--- config.mk ---
export PLATFORM = sky130hd
export DESIGN_NAME = golden_ratio_palette_color_flat
export DESIGN_NICKNAME = d
export VERILOG_FILES = /design/src/hdl/grpc_pkg.sv /design/src/hdl/grpc_channels.sv /design/src/hdl/grpc_cfg_regs.sv /design/src/hdl/grpc_hue_stages.sv /design/src/hdl/grpc_hsv_stages.sv /design/src/hdl/golden_ratio_palette_color.sv /design/src/flat_wrapper.sv
export SDC_FILE = /design/constraint.sdc
export NUM_CORES = 2
export LEC_CHECK = 0
export BUFFER_PORTS_ARGS = -buffer_cell sky130_fd_sc_hd__buf_2
export CAP_MARGIN = 20
export CORE_MARGIN = 10
export CORE_UTILIZATION = 40
export CTS_BUF_LIST = sky130_fd_sc_hd__clkbuf_16
export CTS_CLUSTER_DIAMETER = 120
export DETAILED_ROUTE_END_ITERATION = 8
export PLACE_DENSITY = 0.59
export SYNTH_ARGS = -nofsm -noshare
export SYNTH_HDL_FRONTEND = slang
export SYNTH_HIERARCHICAL = 1
export SYNTH_SLANG_ARGS = --single-unit
--- constraint.sdc ---
create_clock -name clk -period 21.1 [get_ports clk]
set_input_delay 1.055 -clock clk [delete_from_list [all_inputs] [get_ports clk]]
set_output_delay 1.055 -clock clk [all_outputs]
set_load 0.005 [all_outputs]
--- src/hdl/grpc_pkg.sv ---
// ----------------------------------------------------------------------------
// grpc_pkg
// Shared constants, register codes and types of the golden ratio palette block.
// ----------------------------------------------------------------------------
package grpc_pkg;

  localparam int INDEX_BITS_DEF = 16;
  localparam int HUE_BITS_DEF   = 16;
  localparam int CFG_W          = 16;
  localparam int CFG_IDX_W      = 2;
  localparam int CH_W           = 8;

  // golden ratio fraction with 32 fraction bits
  localparam logic [63:0] GOLD32 = 64'h0000_0000_9E37_79B9;

  typedef enum logic [CFG_IDX_W-1:0] {
    REG_START_HUE   = 2'd0,
    REG_SATURATION  = 2'd1,
    REG_VALUE_LEVEL = 2'd2
  } cfg_reg_t;

  localparam logic [CFG_W-1:0] START_HUE_RST   = 16'd0;
  localparam logic [CFG_W-1:0] SATURATION_RST  = 16'd32768;
  localparam logic [CFG_W-1:0] VALUE_LEVEL_RST = 16'd62259;

  typedef struct packed {
    logic [CFG_W-1:0] start_hue;
    logic [CFG_W-1:0] saturation;
    logic [CFG_W-1:0] value_level;
  } cfg_vals_t;

  // hsv sectors, named by the hue range they cover
  typedef enum logic [2:0] {
    SEC_RY = 3'd0,
    SEC_YG = 3'd1,
    SEC_GC = 3'd2,
    SEC_CB = 3'd3,
    SEC_BM = 3'd4,
    SEC_MR = 3'd5
  } sector_t;

  // golden ratio step rounded to hb fraction bits
  function automatic logic [23:0] golden_step(input int hb);
    logic [63:0] r;
    r = ((GOLD32 << hb) + 64'h0000_0000_8000_0000) >> 32;
    return r[23:0];
  endfunction

endpackage

--- src/hdl/grpc_channels.sv ---
// ----------------------------------------------------------------------------
// grpc_channels
// Valid/ready channel interfaces for index input, color output and config.
// ----------------------------------------------------------------------------
interface grpc_in_if #(
  parameter int INDEX_BITS = grpc_pkg::INDEX_BITS_DEF
);
  logic                  valid;
  logic                  ready;
  logic [INDEX_BITS-1:0] palette_index;

  modport source(output valid, output palette_index, input ready);
  modport sink(input valid, input palette_index, output ready);
endinterface

interface grpc_out_if;
  logic                      valid;
  logic                      ready;
  logic [grpc_pkg::CH_W-1:0] red;
  logic [grpc_pkg::CH_W-1:0] green;
  logic [grpc_pkg::CH_W-1:0] blue;

  modport source(output valid, output red, output green, output blue, input ready);
  modport sink(input valid, input red, input green, input blue, output ready);
endinterface

interface grpc_cfg_if;
  logic                           valid;
  logic                           ready;
  logic [grpc_pkg::CFG_IDX_W-1:0] index;
  logic [grpc_pkg::CFG_W-1:0]     data;

  modport source(output valid, output index, output data, input ready);
  modport sink(input valid, input index, input data, output ready);
endinterface

--- src/hdl/grpc_cfg_regs.sv ---
// ----------------------------------------------------------------------------
// grpc_cfg_regs
// Start hue, saturation and value registers behind the config write channel.
// ----------------------------------------------------------------------------
module grpc_cfg_regs (
  input  logic                clk,
  input  logic                rst_n,
  grpc_cfg_if.sink            cfg_chan,
  output grpc_pkg::cfg_vals_t cfg
);

  grpc_pkg::cfg_vals_t cfg_r;

  assign cfg_chan.ready = 1'b1;
  assign cfg            = cfg_r;

  always_ff @(posedge clk) begin
    if (!rst_n) begin
      cfg_r.start_hue   <= grpc_pkg::START_HUE_RST;
      cfg_r.saturation  <= grpc_pkg::SATURATION_RST;
      cfg_r.value_level <= grpc_pkg::VALUE_LEVEL_RST;
    end else if (cfg_chan.valid && cfg_chan.ready) begin
      unique case (grpc_pkg::cfg_reg_t'(cfg_chan.index))
        grpc_pkg::REG_START_HUE:   cfg_r.start_hue   <= cfg_chan.data;
        grpc_pkg::REG_SATURATION:  cfg_r.saturation  <= cfg_chan.data;
        grpc_pkg::REG_VALUE_LEVEL: cfg_r.value_level <= cfg_chan.data;
        default: ;
      endcase
    end
  end

endmodule

--- src/hdl/grpc_hue_stages.sv ---
// ----------------------------------------------------------------------------
// grpc_hue_stages
// Three stages: golden ratio product, hue sum, sector and fraction split.
// ----------------------------------------------------------------------------
module grpc_hue_stages #(
  parameter int INDEX_BITS = grpc_pkg::INDEX_BITS_DEF,
  parameter int HUE_BITS   = grpc_pkg::HUE_BITS_DEF
) (
  input  logic                       clk,
  input  logic                       rst_n,
  input  logic                       in_valid,
  output logic                       in_ready,
  input  logic [INDEX_BITS-1:0]      in_index,
  input  logic [grpc_pkg::CFG_W-1:0] start_hue,
  output logic                       out_valid,
  input  logic                       out_ready,
  output grpc_pkg::sector_t          out_sector,
  output logic [HUE_BITS-1:0]        out_frac,
  output logic [1:0]                 out_shade
);

  localparam int GW = INDEX_BITS - 2;
  localparam int WW = (GW > HUE_BITS) ? GW : HUE_BITS;
  localparam logic [23:0] STEP_FULL = grpc_pkg::golden_step(HUE_BITS);
  localparam logic [HUE_BITS-1:0] STEP = STEP_FULL[HUE_BITS-1:0];

  logic                  v1_r, v2_r, v3_r;
  logic                  en1, en2, en3;
  logic [WW-1:0]         grp_w;
  logic [HUE_BITS-1:0]   grp1;
  logic [2*HUE_BITS-1:0] mul;
  logic [HUE_BITS+15:0]  base_w;
  logic [HUE_BITS+2:0]   h6;
  logic [HUE_BITS-1:0]   prod1_r, hue2_r, frac3_r;
  logic [1:0]            shade1_r, shade2_r, shade3_r;
  grpc_pkg::sector_t     sector3_r;

  assign en3      = !v3_r || out_ready;
  assign en2      = !v2_r || en3;
  assign en1      = !v1_r || en2;
  assign in_ready = en1;

  // group + 1, times the step, modulo one
  assign grp_w  = WW'(in_index[INDEX_BITS-1:2]) + WW'(1);
  assign grp1   = grp_w[HUE_BITS-1:0];
  assign mul    = grp1 * STEP;
  assign base_w = {start_hue, {HUE_BITS{1'b0}}};
  assign h6     = {1'b0, hue2_r, 2'b00} + {2'b00, hue2_r, 1'b0};

  always_ff @(posedge clk) begin
    if (!rst_n) begin
      v1_r <= 1'b0;
      v2_r <= 1'b0;
      v3_r <= 1'b0;
    end else begin
      if (en1) v1_r <= in_valid;
      if (en2) v2_r <= v1_r;
      if (en3) v3_r <= v2_r;
    end
  end

  always_ff @(posedge clk) begin
    if (en1) begin
      prod1_r  <= mul[HUE_BITS-1:0];
      shade1_r <= in_index[1:0];
    end
    if (en2) begin
      hue2_r   <= base_w[HUE_BITS+15:16] + prod1_r;
      shade2_r <= shade1_r;
    end
    if (en3) begin
      sector3_r <= grpc_pkg::sector_t'(h6[HUE_BITS+2:HUE_BITS]);
      frac3_r   <= h6[HUE_BITS-1:0];
      shade3_r  <= shade2_r;
    end
  end

  assign out_valid  = v3_r;
  assign out_sector = sector3_r;
  assign out_frac   = frac3_r;
  assign out_shade  = shade3_r;

  // six times a fraction below one never reaches sector six
  a_sector_range: assert property (@(posedge clk) disable iff (!rst_n)
    v3_r |-> (sector3_r <= grpc_pkg::SEC_MR))
    else $error("hue sector out of range");

endmodule

--- src/hdl/grpc_hsv_stages.sv ---
// ----------------------------------------------------------------------------
// grpc_hsv_stages
// Five stages: hsv products, differences, split wide multiplies, sector select, shading.
// ----------------------------------------------------------------------------
module grpc_hsv_stages #(
  parameter int HUE_BITS = grpc_pkg::HUE_BITS_DEF
) (
  input  logic                      clk,
  input  logic                      rst_n,
  input  logic                      in_valid,
  output logic                      in_ready,
  input  grpc_pkg::sector_t         in_sector,
  input  logic [HUE_BITS-1:0]       in_frac,
  input  logic [1:0]                in_shade,
  input  grpc_pkg::cfg_vals_t       cfg,
  output logic                      out_valid,
  input  logic                      out_ready,
  output logic [grpc_pkg::CH_W-1:0] red,
  output logic [grpc_pkg::CH_W-1:0] green,
  output logic [grpc_pkg::CH_W-1:0] blue
);

  localparam int XW = HUE_BITS + 17;
  localparam logic [XW-1:0] FULL = {1'b1, {(HUE_BITS+16){1'b0}}};
  localparam logic [HUE_BITS:0] ONE = {1'b1, {HUE_BITS{1'b0}}};

  function automatic logic [7:0] sat9(input logic [8:0] x);
    return x[8] ? 8'hFF : x[7:0];
  endfunction

  logic [15:0] s, v;
  assign s = cfg.saturation;
  assign v = cfg.value_level;

  logic v4_r, v5_r, v6_r, v7_r, v8_r;
  logic en4, en5, en6, en7, en8;

  assign en8      = !v8_r || out_ready;
  assign en7      = !v7_r || en8;
  assign en6      = !v6_r || en7;
  assign en5      = !v5_r || en6;
  assign en4      = !v4_r || en5;
  assign in_ready = en4;

  // stage 4 products
  logic [HUE_BITS:0]    one_minus_f;
  logic [HUE_BITS+15:0] fs_nxt, fs4_r;
  logic [HUE_BITS+16:0] gs_nxt, gs4_r;
  logic [32:0]          pv_nxt, pv4_r;

  assign one_minus_f = ONE - {1'b0, in_frac};
  assign fs_nxt      = in_frac * s;
  assign gs_nxt      = one_minus_f * s;
  assign pv_nxt      = v * (17'h1_0000 - {1'b0, s});

  // stage 5 differences
  logic [XW-1:0] xq5_r, xt5_r;
  logic [7:0]    pb5_r, pb6_r, pb7_r;

  // stage 6 partial products
  logic [HUE_BITS+16:0] qhi6_r, thi6_r;
  logic [31:0]          qlo6_r, tlo6_r;

  // stage 7 sums and sector select
  logic [HUE_BITS+32:0] qsum, tsum;
  logic [7:0]           qb, tb, vb;
  logic [7:0]           r_nxt, g_nxt, b_nxt;
  logic [7:0]           r7_r, g7_r, b7_r;

  assign qsum = {qhi6_r, 16'h0000} + {{(HUE_BITS+1){1'b0}}, qlo6_r};
  assign tsum = {thi6_r, 16'h0000} + {{(HUE_BITS+1){1'b0}}, tlo6_r};
  assign qb   = sat9(qsum[HUE_BITS+32:HUE_BITS+24]);
  assign tb   = sat9(tsum[HUE_BITS+32:HUE_BITS+24]);
  assign vb   = v[15:8];

  grpc_pkg::sector_t sector4_r, sector5_r, sector6_r;
  logic [1:0]        shade4_r, shade5_r, shade6_r, shade7_r;

  always_comb begin
    unique case (sector6_r)
      grpc_pkg::SEC_RY: begin r_nxt = vb; g_nxt = tb; b_nxt = pb6_r; end
      grpc_pkg::SEC_YG: begin r_nxt = qb; g_nxt = vb; b_nxt = pb6_r; end
      grpc_pkg::SEC_GC: begin r_nxt = pb6_r; g_nxt = vb; b_nxt = tb; end
      grpc_pkg::SEC_CB: begin r_nxt = pb6_r; g_nxt = qb; b_nxt = vb; end
      grpc_pkg::SEC_BM: begin r_nxt = tb; g_nxt = pb6_r; b_nxt = vb; end
      default:          begin r_nxt = vb; g_nxt = pb6_r; b_nxt = qb; end
    endcase
  end

  // stage 8 shade scaling by (4 - k) / 4
  logic [2:0]  mulk;
  logic [10:0] rs, gsc, bs;
  logic [7:0]  red_r, green_r, blue_r;

  assign mulk = 3'd4 - {1'b0, shade7_r};
  assign rs   = r7_r * mulk;
  assign gsc  = g7_r * mulk;
  assign bs   = b7_r * mulk;

  always_ff @(posedge clk) begin
    if (!rst_n) begin
      v4_r <= 1'b0;
      v5_r <= 1'b0;
      v6_r <= 1'b0;
      v7_r <= 1'b0;
      v8_r <= 1'b0;
    end else begin
      if (en4) v4_r <= in_valid;
      if (en5) v5_r <= v4_r;
      if (en6) v6_r <= v5_r;
      if (en7) v7_r <= v6_r;
      if (en8) v8_r <= v7_r;
    end
  end

  always_ff @(posedge clk) begin
    if (en4) begin
      fs4_r     <= fs_nxt;
      gs4_r     <= gs_nxt;
      pv4_r     <= pv_nxt;
      sector4_r <= in_sector;
      shade4_r  <= in_shade;
    end
    if (en5) begin
      xq5_r     <= FULL - {1'b0, fs4_r};
      xt5_r     <= FULL - gs4_r;
      pb5_r     <= sat9(pv4_r[32:24]);
      sector5_r <= sector4_r;
      shade5_r  <= shade4_r;
    end
    if (en6) begin
      qhi6_r    <= v * xq5_r[XW-1:16];
      qlo6_r    <= v * xq5_r[15:0];
      thi6_r    <= v * xt5_r[XW-1:16];
      tlo6_r    <= v * xt5_r[15:0];
      pb6_r     <= pb5_r;
      sector6_r <= sector5_r;
      shade6_r  <= shade5_r;
    end
    if (en7) begin
      r7_r     <= r_nxt;
      g7_r     <= g_nxt;
      b7_r     <= b_nxt;
      pb7_r    <= pb6_r;
      shade7_r <= shade6_r;
    end
    if (en8) begin
      red_r   <= rs[9:2];
      green_r <= gsc[9:2];
      blue_r  <= bs[9:2];
    end
  end

  assign out_valid = v8_r;
  assign red       = red_r;
  assign green     = green_r;
  assign blue      = blue_r;

  // q and t products stay below one byte of range
  a_no_channel_overflow: assert property (@(posedge clk) disable iff (!rst_n)
    v6_r |-> (!qsum[HUE_BITS+32] && !tsum[HUE_BITS+32]))
    else $error("hsv channel overflow");

  // a stage only holds while its successor is full
  a_stall_chain: assert property (@(posedge clk) disable iff (!rst_n)
    (v7_r && !en7) |-> (v8_r && !out_ready))
    else $error("stage held without downstream stall");

  // keeps the spare p byte copy in step with stage 7
  a_p_byte_follow: assert property (@(posedge clk) disable iff (!rst_n)
    (v6_r && en7) |=> (pb7_r == $past(pb6_r)))
    else $error("p byte lost between stages");

endmodule

--- src/hdl/golden_ratio_palette_color.sv ---
// ----------------------------------------------------------------------------
// golden_ratio_palette_color
// Palette index to RGB color: golden ratio hue per group of four, hsv to rgb,
// four shades per hue.
//
//   channel    dir   payload                          width
//   in_chan    in    palette_index                    INDEX_BITS
//   out_chan   out   red, green, blue                 8 each
//   cfg_chan   in    index, data (start_hue, sat, v)  2, 16
//
// one transaction per cycle while the output is ready, through the three hue
// stages and five hsv stages (multiplier stages set the depth)
// synchronous active-low reset clears valid bits and loads register defaults
// each stage holds only while the stage after it is full and stalled, so
// bubbles close up and a stalled output never loses or repeats a transaction
// ----------------------------------------------------------------------------
module golden_ratio_palette_color #(
  parameter int INDEX_BITS = grpc_pkg::INDEX_BITS_DEF,
  parameter int HUE_BITS   = grpc_pkg::HUE_BITS_DEF
) (
  input  logic        clk,
  input  logic        rst_n,
  grpc_in_if.sink     in_chan,
  grpc_out_if.source  out_chan,
  grpc_cfg_if.sink    cfg_chan
);

  grpc_pkg::cfg_vals_t cfg;
  logic                hue_valid;
  logic                hue_ready;
  grpc_pkg::sector_t   hue_sector;
  logic [HUE_BITS-1:0] hue_frac;
  logic [1:0]          hue_shade;

  grpc_cfg_regs u_cfg_regs (
    .clk      (clk),
    .rst_n    (rst_n),
    .cfg_chan (cfg_chan),
    .cfg      (cfg)
  );

  grpc_hue_stages #(
    .INDEX_BITS (INDEX_BITS),
    .HUE_BITS   (HUE_BITS)
  ) u_hue_stages (
    .clk        (clk),
    .rst_n      (rst_n),
    .in_valid   (in_chan.valid),
    .in_ready   (in_chan.ready),
    .in_index   (in_chan.palette_index),
    .start_hue  (cfg.start_hue),
    .out_valid  (hue_valid),
    .out_ready  (hue_ready),
    .out_sector (hue_sector),
    .out_frac   (hue_frac),
    .out_shade  (hue_shade)
  );

  grpc_hsv_stages #(
    .HUE_BITS (HUE_BITS)
  ) u_hsv_stages (
    .clk       (clk),
    .rst_n     (rst_n),
    .in_valid  (hue_valid),
    .in_ready  (hue_ready),
    .in_sector (hue_sector),
    .in_frac   (hue_frac),
    .in_shade  (hue_shade),
    .cfg       (cfg),
    .out_valid (out_chan.valid),
    .out_ready (out_chan.ready),
    .red       (out_chan.red),
    .green     (out_chan.green),
    .blue      (out_chan.blue)
  );

  // input backpressure only when every stage is full and the output stalls
  a_in_stall_cause: assert property (@(posedge clk) disable iff (!rst_n)
    !in_chan.ready |-> (out_chan.valid && !out_chan.ready))
    else $error("input stalled with room in pipeline");

  a_reset_empty: assert property (@(posedge clk)
    !rst_n |=> !out_chan.valid)
    else $error("output valid right after reset");

endmodule

--- src/flat_wrapper.sv ---
// flat-port wrapper written by rule: the top's interface ports become plain ports
module golden_ratio_palette_color_flat 
#(
  parameter int INDEX_BITS = grpc_pkg::INDEX_BITS_DEF,
  parameter int HUE_BITS   = grpc_pkg::HUE_BITS_DEF
)
  (clk, rst_n, in_chan_valid, in_chan_palette_index, in_chan_ready, out_chan_valid, out_chan_red, out_chan_green, out_chan_blue, out_chan_ready, cfg_chan_valid, cfg_chan_index, cfg_chan_data, cfg_chan_ready);
  grpc_in_if #(.INDEX_BITS(INDEX_BITS)) in_chan_i ();
  grpc_out_if out_chan_i ();
  grpc_cfg_if cfg_chan_i ();
  input  logic clk;
  input  logic rst_n;
  input wire logic [$bits(in_chan_i.valid)-1:0] in_chan_valid;
  input wire logic [$bits(in_chan_i.palette_index)-1:0] in_chan_palette_index;
  output wire logic [$bits(in_chan_i.ready)-1:0] in_chan_ready;
  output wire logic [$bits(out_chan_i.valid)-1:0] out_chan_valid;
  output wire logic [$bits(out_chan_i.red)-1:0] out_chan_red;
  output wire logic [$bits(out_chan_i.green)-1:0] out_chan_green;
  output wire logic [$bits(out_chan_i.blue)-1:0] out_chan_blue;
  input wire logic [$bits(out_chan_i.ready)-1:0] out_chan_ready;
  input wire logic [$bits(cfg_chan_i.valid)-1:0] cfg_chan_valid;
  input wire logic [$bits(cfg_chan_i.index)-1:0] cfg_chan_index;
  input wire logic [$bits(cfg_chan_i.data)-1:0] cfg_chan_data;
  output wire logic [$bits(cfg_chan_i.ready)-1:0] cfg_chan_ready;
  assign in_chan_i.valid = in_chan_valid;
  assign in_chan_i.palette_index = in_chan_palette_index;
  assign in_chan_ready = in_chan_i.ready;
  assign out_chan_valid = out_chan_i.valid;
  assign out_chan_red = out_chan_i.red;
  assign out_chan_green = out_chan_i.green;
  assign out_chan_blue = out_chan_i.blue;
  assign out_chan_i.ready = out_chan_ready;
  assign cfg_chan_i.valid = cfg_chan_valid;
  assign cfg_chan_i.index = cfg_chan_index;
  assign cfg_chan_i.data = cfg_chan_data;
  assign cfg_chan_ready = cfg_chan_i.ready;
  golden_ratio_palette_color #(.INDEX_BITS(INDEX_BITS), .HUE_BITS(HUE_BITS)) u_core (.clk(clk), .rst_n(rst_n), .in_chan(in_chan_i), .out_chan(out_chan_i), .cfg_chan(cfg_chan_i));
endmodule
==> insert_results.sql <==
INSERT INTO impl_metrics (metric_group, metric, value, unit) VALUES
('timing', 'layout_worst_path_cycle_share', '40.6', '%'),
('finish', 'finalNetCount', '10900', ''),
('timing', 'max_slew_headroom_at_the_worst_pin', '26.3', '%'),
('global_route', 'globalRoute.totalOverflow', '0', ''),
('min_path', 'hp-class', 'register to register', ''),
('logic_synthesis', 'post_synth_inst_count', '8678', ''),
('logic_synthesis', 'yosys.cell_types.count', '97', ''),
('global_route', 'first_pass_grt_wire_length', '338000', 'µm'),
('logic_synthesis', 'postSynthNetCount', '11100', ''),
('clock_network', 'cts.clk_slew.worst_paths', '60', 'ps'),
('place', 'placer_congestion', '0.897', ''),
('timing', 'fmax', '0.117', 'GHz'),
('worst_setup_path', 'worst-setup-path-type', 'register to register', ''),
('logic_synthesis', 'yosys_warnings', '6', ''),
('worst_setup_path', 'critical_path.max_fanout', '19', ''),
('clock_network', 'tritoncts', 'built', ''),
('floorplan', 'rows', '165', ''),
('timing', 'rsz_0062_raised_after_global_routing', 'no', ''),
('global_route', 'groute.usage.overall', '18.8', '%'),
('global_route', 'via_count_of_the_first_global_routing_pass', '62000', ''),
('detailed_routing', 'route.vias.total', '57100', ''),
('clock_network', 'cts_hold_buf', '0', ''),
('finish', 'fillCellCount', '19400', ''),
('clock_network', 'cts.root.buffer_cell', 'clkbuf_16', ''),
('place', 'place_hpwl', '159000', 'µm'),
('detailed_routing', 'drt.antenna.violating_nets', '0', ''),
('logic_synthesis', 'synth_async_sr_flop_share', '0', '%'),
('floorplan', 'io_pins', '66', ''),
('worst_setup_path', 'cp.required', '21490', 'ps'),
('clock_network', 'post_cts_repair_timing_setup_buffer_count', '0', ''),
('logic_synthesis', 'syn_area_per_cell', '9.41', 'µm²'),
('worst_setup_path', 'crit_arrival', '8960', 'ps'),
('timing', 'setup_viol', '0', ''),
('logic_synthesis', 'yosys-top-cells-area', 'fa_1 36%, edfxtp_1 14%, ha_1 14%', ''),
('clock_network', 'cts_buffers', '57', ''),
('timing', 'hold_viol_final', '0', ''),
('detailed_routing', 'wl_per_cell', '18.6', 'µm'),
('outcome', 'status', 'finished, final reports clean', ''),
('logic_synthesis', 'synth_compound_area_share', '5.05', '%'),
('timing', 'clock-skew-final', '25.5', 'ps'),
('detailed_routing', 'route.final.wire_length', '208000', 'µm'),
('place', 'place.port_buffers', '64', ''),
('detailed_routing', 'dr.first_iter.drc_count', '3365', ''),
('timing', 'tightestPinTransition', '1100', 'ps'),
('finish', 'drive_gt1_share', '3.79', '%'),
('floorplan', 'core-area', '203000', 'µm²'),
('logic_synthesis', 'synthXorXnorAreaFrac', '3.69', '%'),
('detailed_routing', 'drcViolationCount', '0', ''),
('logic_synthesis', 'ys.flop_type', 'edfxtp_1', ''),
('floorplan', 'die-height', '472', 'µm'),
('logic_synthesis', 'ys_seq_area_share', '15.1', '%'),
('logic_synthesis', 'post_synth_and_or_nand_nor_area_fraction', '15.1', '%'),
('clock_network', 'clock_sinks', '429', ''),
('worst_setup_path', 'critPathCaptureType', 'register', ''),
('flow_run', 'max_cap_viol_count', '0', ''),
('clock_network', 'postCtsResizedCells', '0', ''),
('logic_synthesis', 'synth_fa_ha_area_share', '49.8', '%'),
('detailed_routing', 'drtPass1Iterations', '6', ''),
('floorplan', 'initial_utilization', '40.3', '%'),
('clock_network', 'clock_latency', '670', 'ps'),
('floorplan', 'die_area', '223000', 'µm²'),
('logic_synthesis', 'postSynthRegisterBits', '429', ''),
('logic_synthesis', 'synth_enable_flop_cells', '373', ''),
('logic_synthesis', 'portion_of_synthesized_cell_area_occupied_by_the_leading_cell_type', '36.2', '%'),
('clock_network', 'cts_buffer_depth', '3', ''),
('detailed_routing', 'via_per_inst', '5.09', ''),
('logic_synthesis', 'synth_top_family_by_area', 'adder cells', ''),
('global_route', 'grt_start_max_net_pins', '83', ''),
('floorplan', 'die_width', '472', 'µm'),
('finish', 'seq_area', '12400', 'µm²'),
('global_route', 'antenna_violations_before_repair', '8', ''),
('finish', 'multiInputGateArea', '60700', 'µm²'),
('timing', 'finalCriticalPeriod', '8570', 'ps'),
('timing', 'fin_tns_setup', '0', 'ps'),
('logic_synthesis', 'muxShareOfSynthArea', '0.503', '%'),
('logic_synthesis', 'synth_top_area_cell', 'fa_1', ''),
('clock_network', 'h_tree_levels', '2', ''),
('logic_synthesis', 'post_syn_area', '81600', 'µm²'),
('timing', 'report.final.slew_viol_count', '0', ''),
('finish', 'area_delta_synth_final', '5.83', '%'),
('worst_setup_path', 'setup.worst_path.start_class', 'register', '');
==> state kept, by name, indices dropped and copies added, names as in the netlist, 9 cells and up <==
name,count
u_core/u_cfg_regs/cfg,48
u_core/u_hsv_stages/qhi6_r,33
u_core/u_hsv_stages/thi6_r,33
u_core/u_hsv_stages/xq5_r,33
u_core/u_hsv_stages/fs4_r,32
u_core/u_hsv_stages/gs4_r,32
u_core/u_hsv_stages/xt5_r,32
u_core/u_hsv_stages/qlo6_r,16
u_core/u_hsv_stages/tlo6_r,16
u_core/u_hue_stages/hue2_r,16
u_core/u_hue_stages/prod1_r,16
u_core/u_hue_stages/out_frac,15
u_core/u_hsv_stages/pv4_r,9
==> critical path, cell delays in order (launching register included) <==
cell and delay (ps):
edfxtp_1 710, or3_1 520, or3_1 380, o21ai_0 190, and2_0 860, nand2_1 190
fa_1 540, fa_1 510, fa_1 510, inv_1 60, fa_1 450, fa_1 510
inv_1 50, fa_1 470, inv_1 50, ha_1 370, a21o_1 150, a21o_1 160
o21ai_0 130, o31ai_1 580, a211oi_1 220, o41ai_1 410, a21oi_1 130, xnor2_1 130
==> cell usage after synthesis, drive strengths merged, types with 7 or more instances <==
library cell / instances
fa: 1475
inv: 1936
a31o: 7
o21a: 48
nor2b: 34
ha: 887
a31oi: 17
a211oi: 21
nand2: 1361
clkbuf: 351
nand4b: 11
nor2: 147
o211ai: 18
a21o: 87
nand4: 30
and2: 708
and3: 34
a221o: 7
xnor2: 238
o31ai: 12
and4: 7
nand3b: 11
mux2i: 41
a21oi: 184
a221oi: 9
dfxtp: 56
or3: 21
or2: 16
o22ai: 15
a211o: 7
nand3: 51
o221ai: 7
buf: 27
nor3: 72
o21bai: 32
nand2b: 24
edfxtp: 373
nor4: 24
xor2: 106
o31a: 7
o21ai: 87
==> cell families after synthesis <==
kind of cell,count (synthesis)
simple gates,2571
buf+inv,2314
other cells,2
fa+ha+maj,2362
xor+xnor,344
compound gates,615
flops,429
mux,41
==> area by class of cell <==
class                   instances  share of cell area (%)
repair buffers                140                    1.07
clock buffers                  57                    1.65
multi-input cells            5935                    70.2
clock inverters                50                   0.445
diodes                          3                 0.00869
inverters                    1936                    8.41
flip-flops and latches        429                    14.3
well taps                    2672                    3.87
==> layer usage <==
metal	vias up	track usage [%]	routed length [µm]
met1	29200	24.9	90800
met4	4	5.47	6680
li1	26100	-	-
met5	-	0	26
met3	337	2.81	12400
met2	1547	31.8	98500
==> placed cells by master (no fill, tap or decap), drive strengths merged, types with 87 or more instances in the layout <==
cell       n
inv     1953
fa      1475
nand2   1361
ha       887
and2     708
edfxtp   373
xnor2    238
a21oi    184
nor2     147
buf      140
xor2     106
a21o      87
o21ai     87
==> metrics by stage <==
stage | cells | cell area, µm² | utilization (%) | hold slack (ps) | setup slack (ps)
after floorplan | 8678 | 81600 | - | 400 | 13580
after global placement | 11100 | 84500 | 41.7 | 403 | 12760
after detailed placement | 11100 | 84500 | 41.7 | 406 | 12570
after CTS | 11200 | 86400 | 42.6 | 422 | 12590
after global routing | 11200 | 86400 | 42.7 | 425 | 12090
final | 11200 | 86400 | 42.7 | 421 | 12530
==> path summary, 6_finish.rpt <==
kind                                   start                               to  slack [ps]  cells past startpoint
min reg2reg  u_core/u_hsv_stages/shade5_r[0]  u_core/u_hsv_stages/shade6_r[0]         420                      0
max reg2reg  u_core/u_hue_stages/out_frac[7]    u_core/u_hsv_stages/gs4_r[32]       12530                     23
max          u_core/u_hue_stages/out_frac[7]    u_core/u_hsv_stages/gs4_r[32]       12530                     23
min          u_core/u_hsv_stages/shade5_r[0]  u_core/u_hsv_stages/shade6_r[0]         420                      0
Power is not shown: default switching activity piles up to over one toggle a cycle in this logic, so the estimate is an artifact.
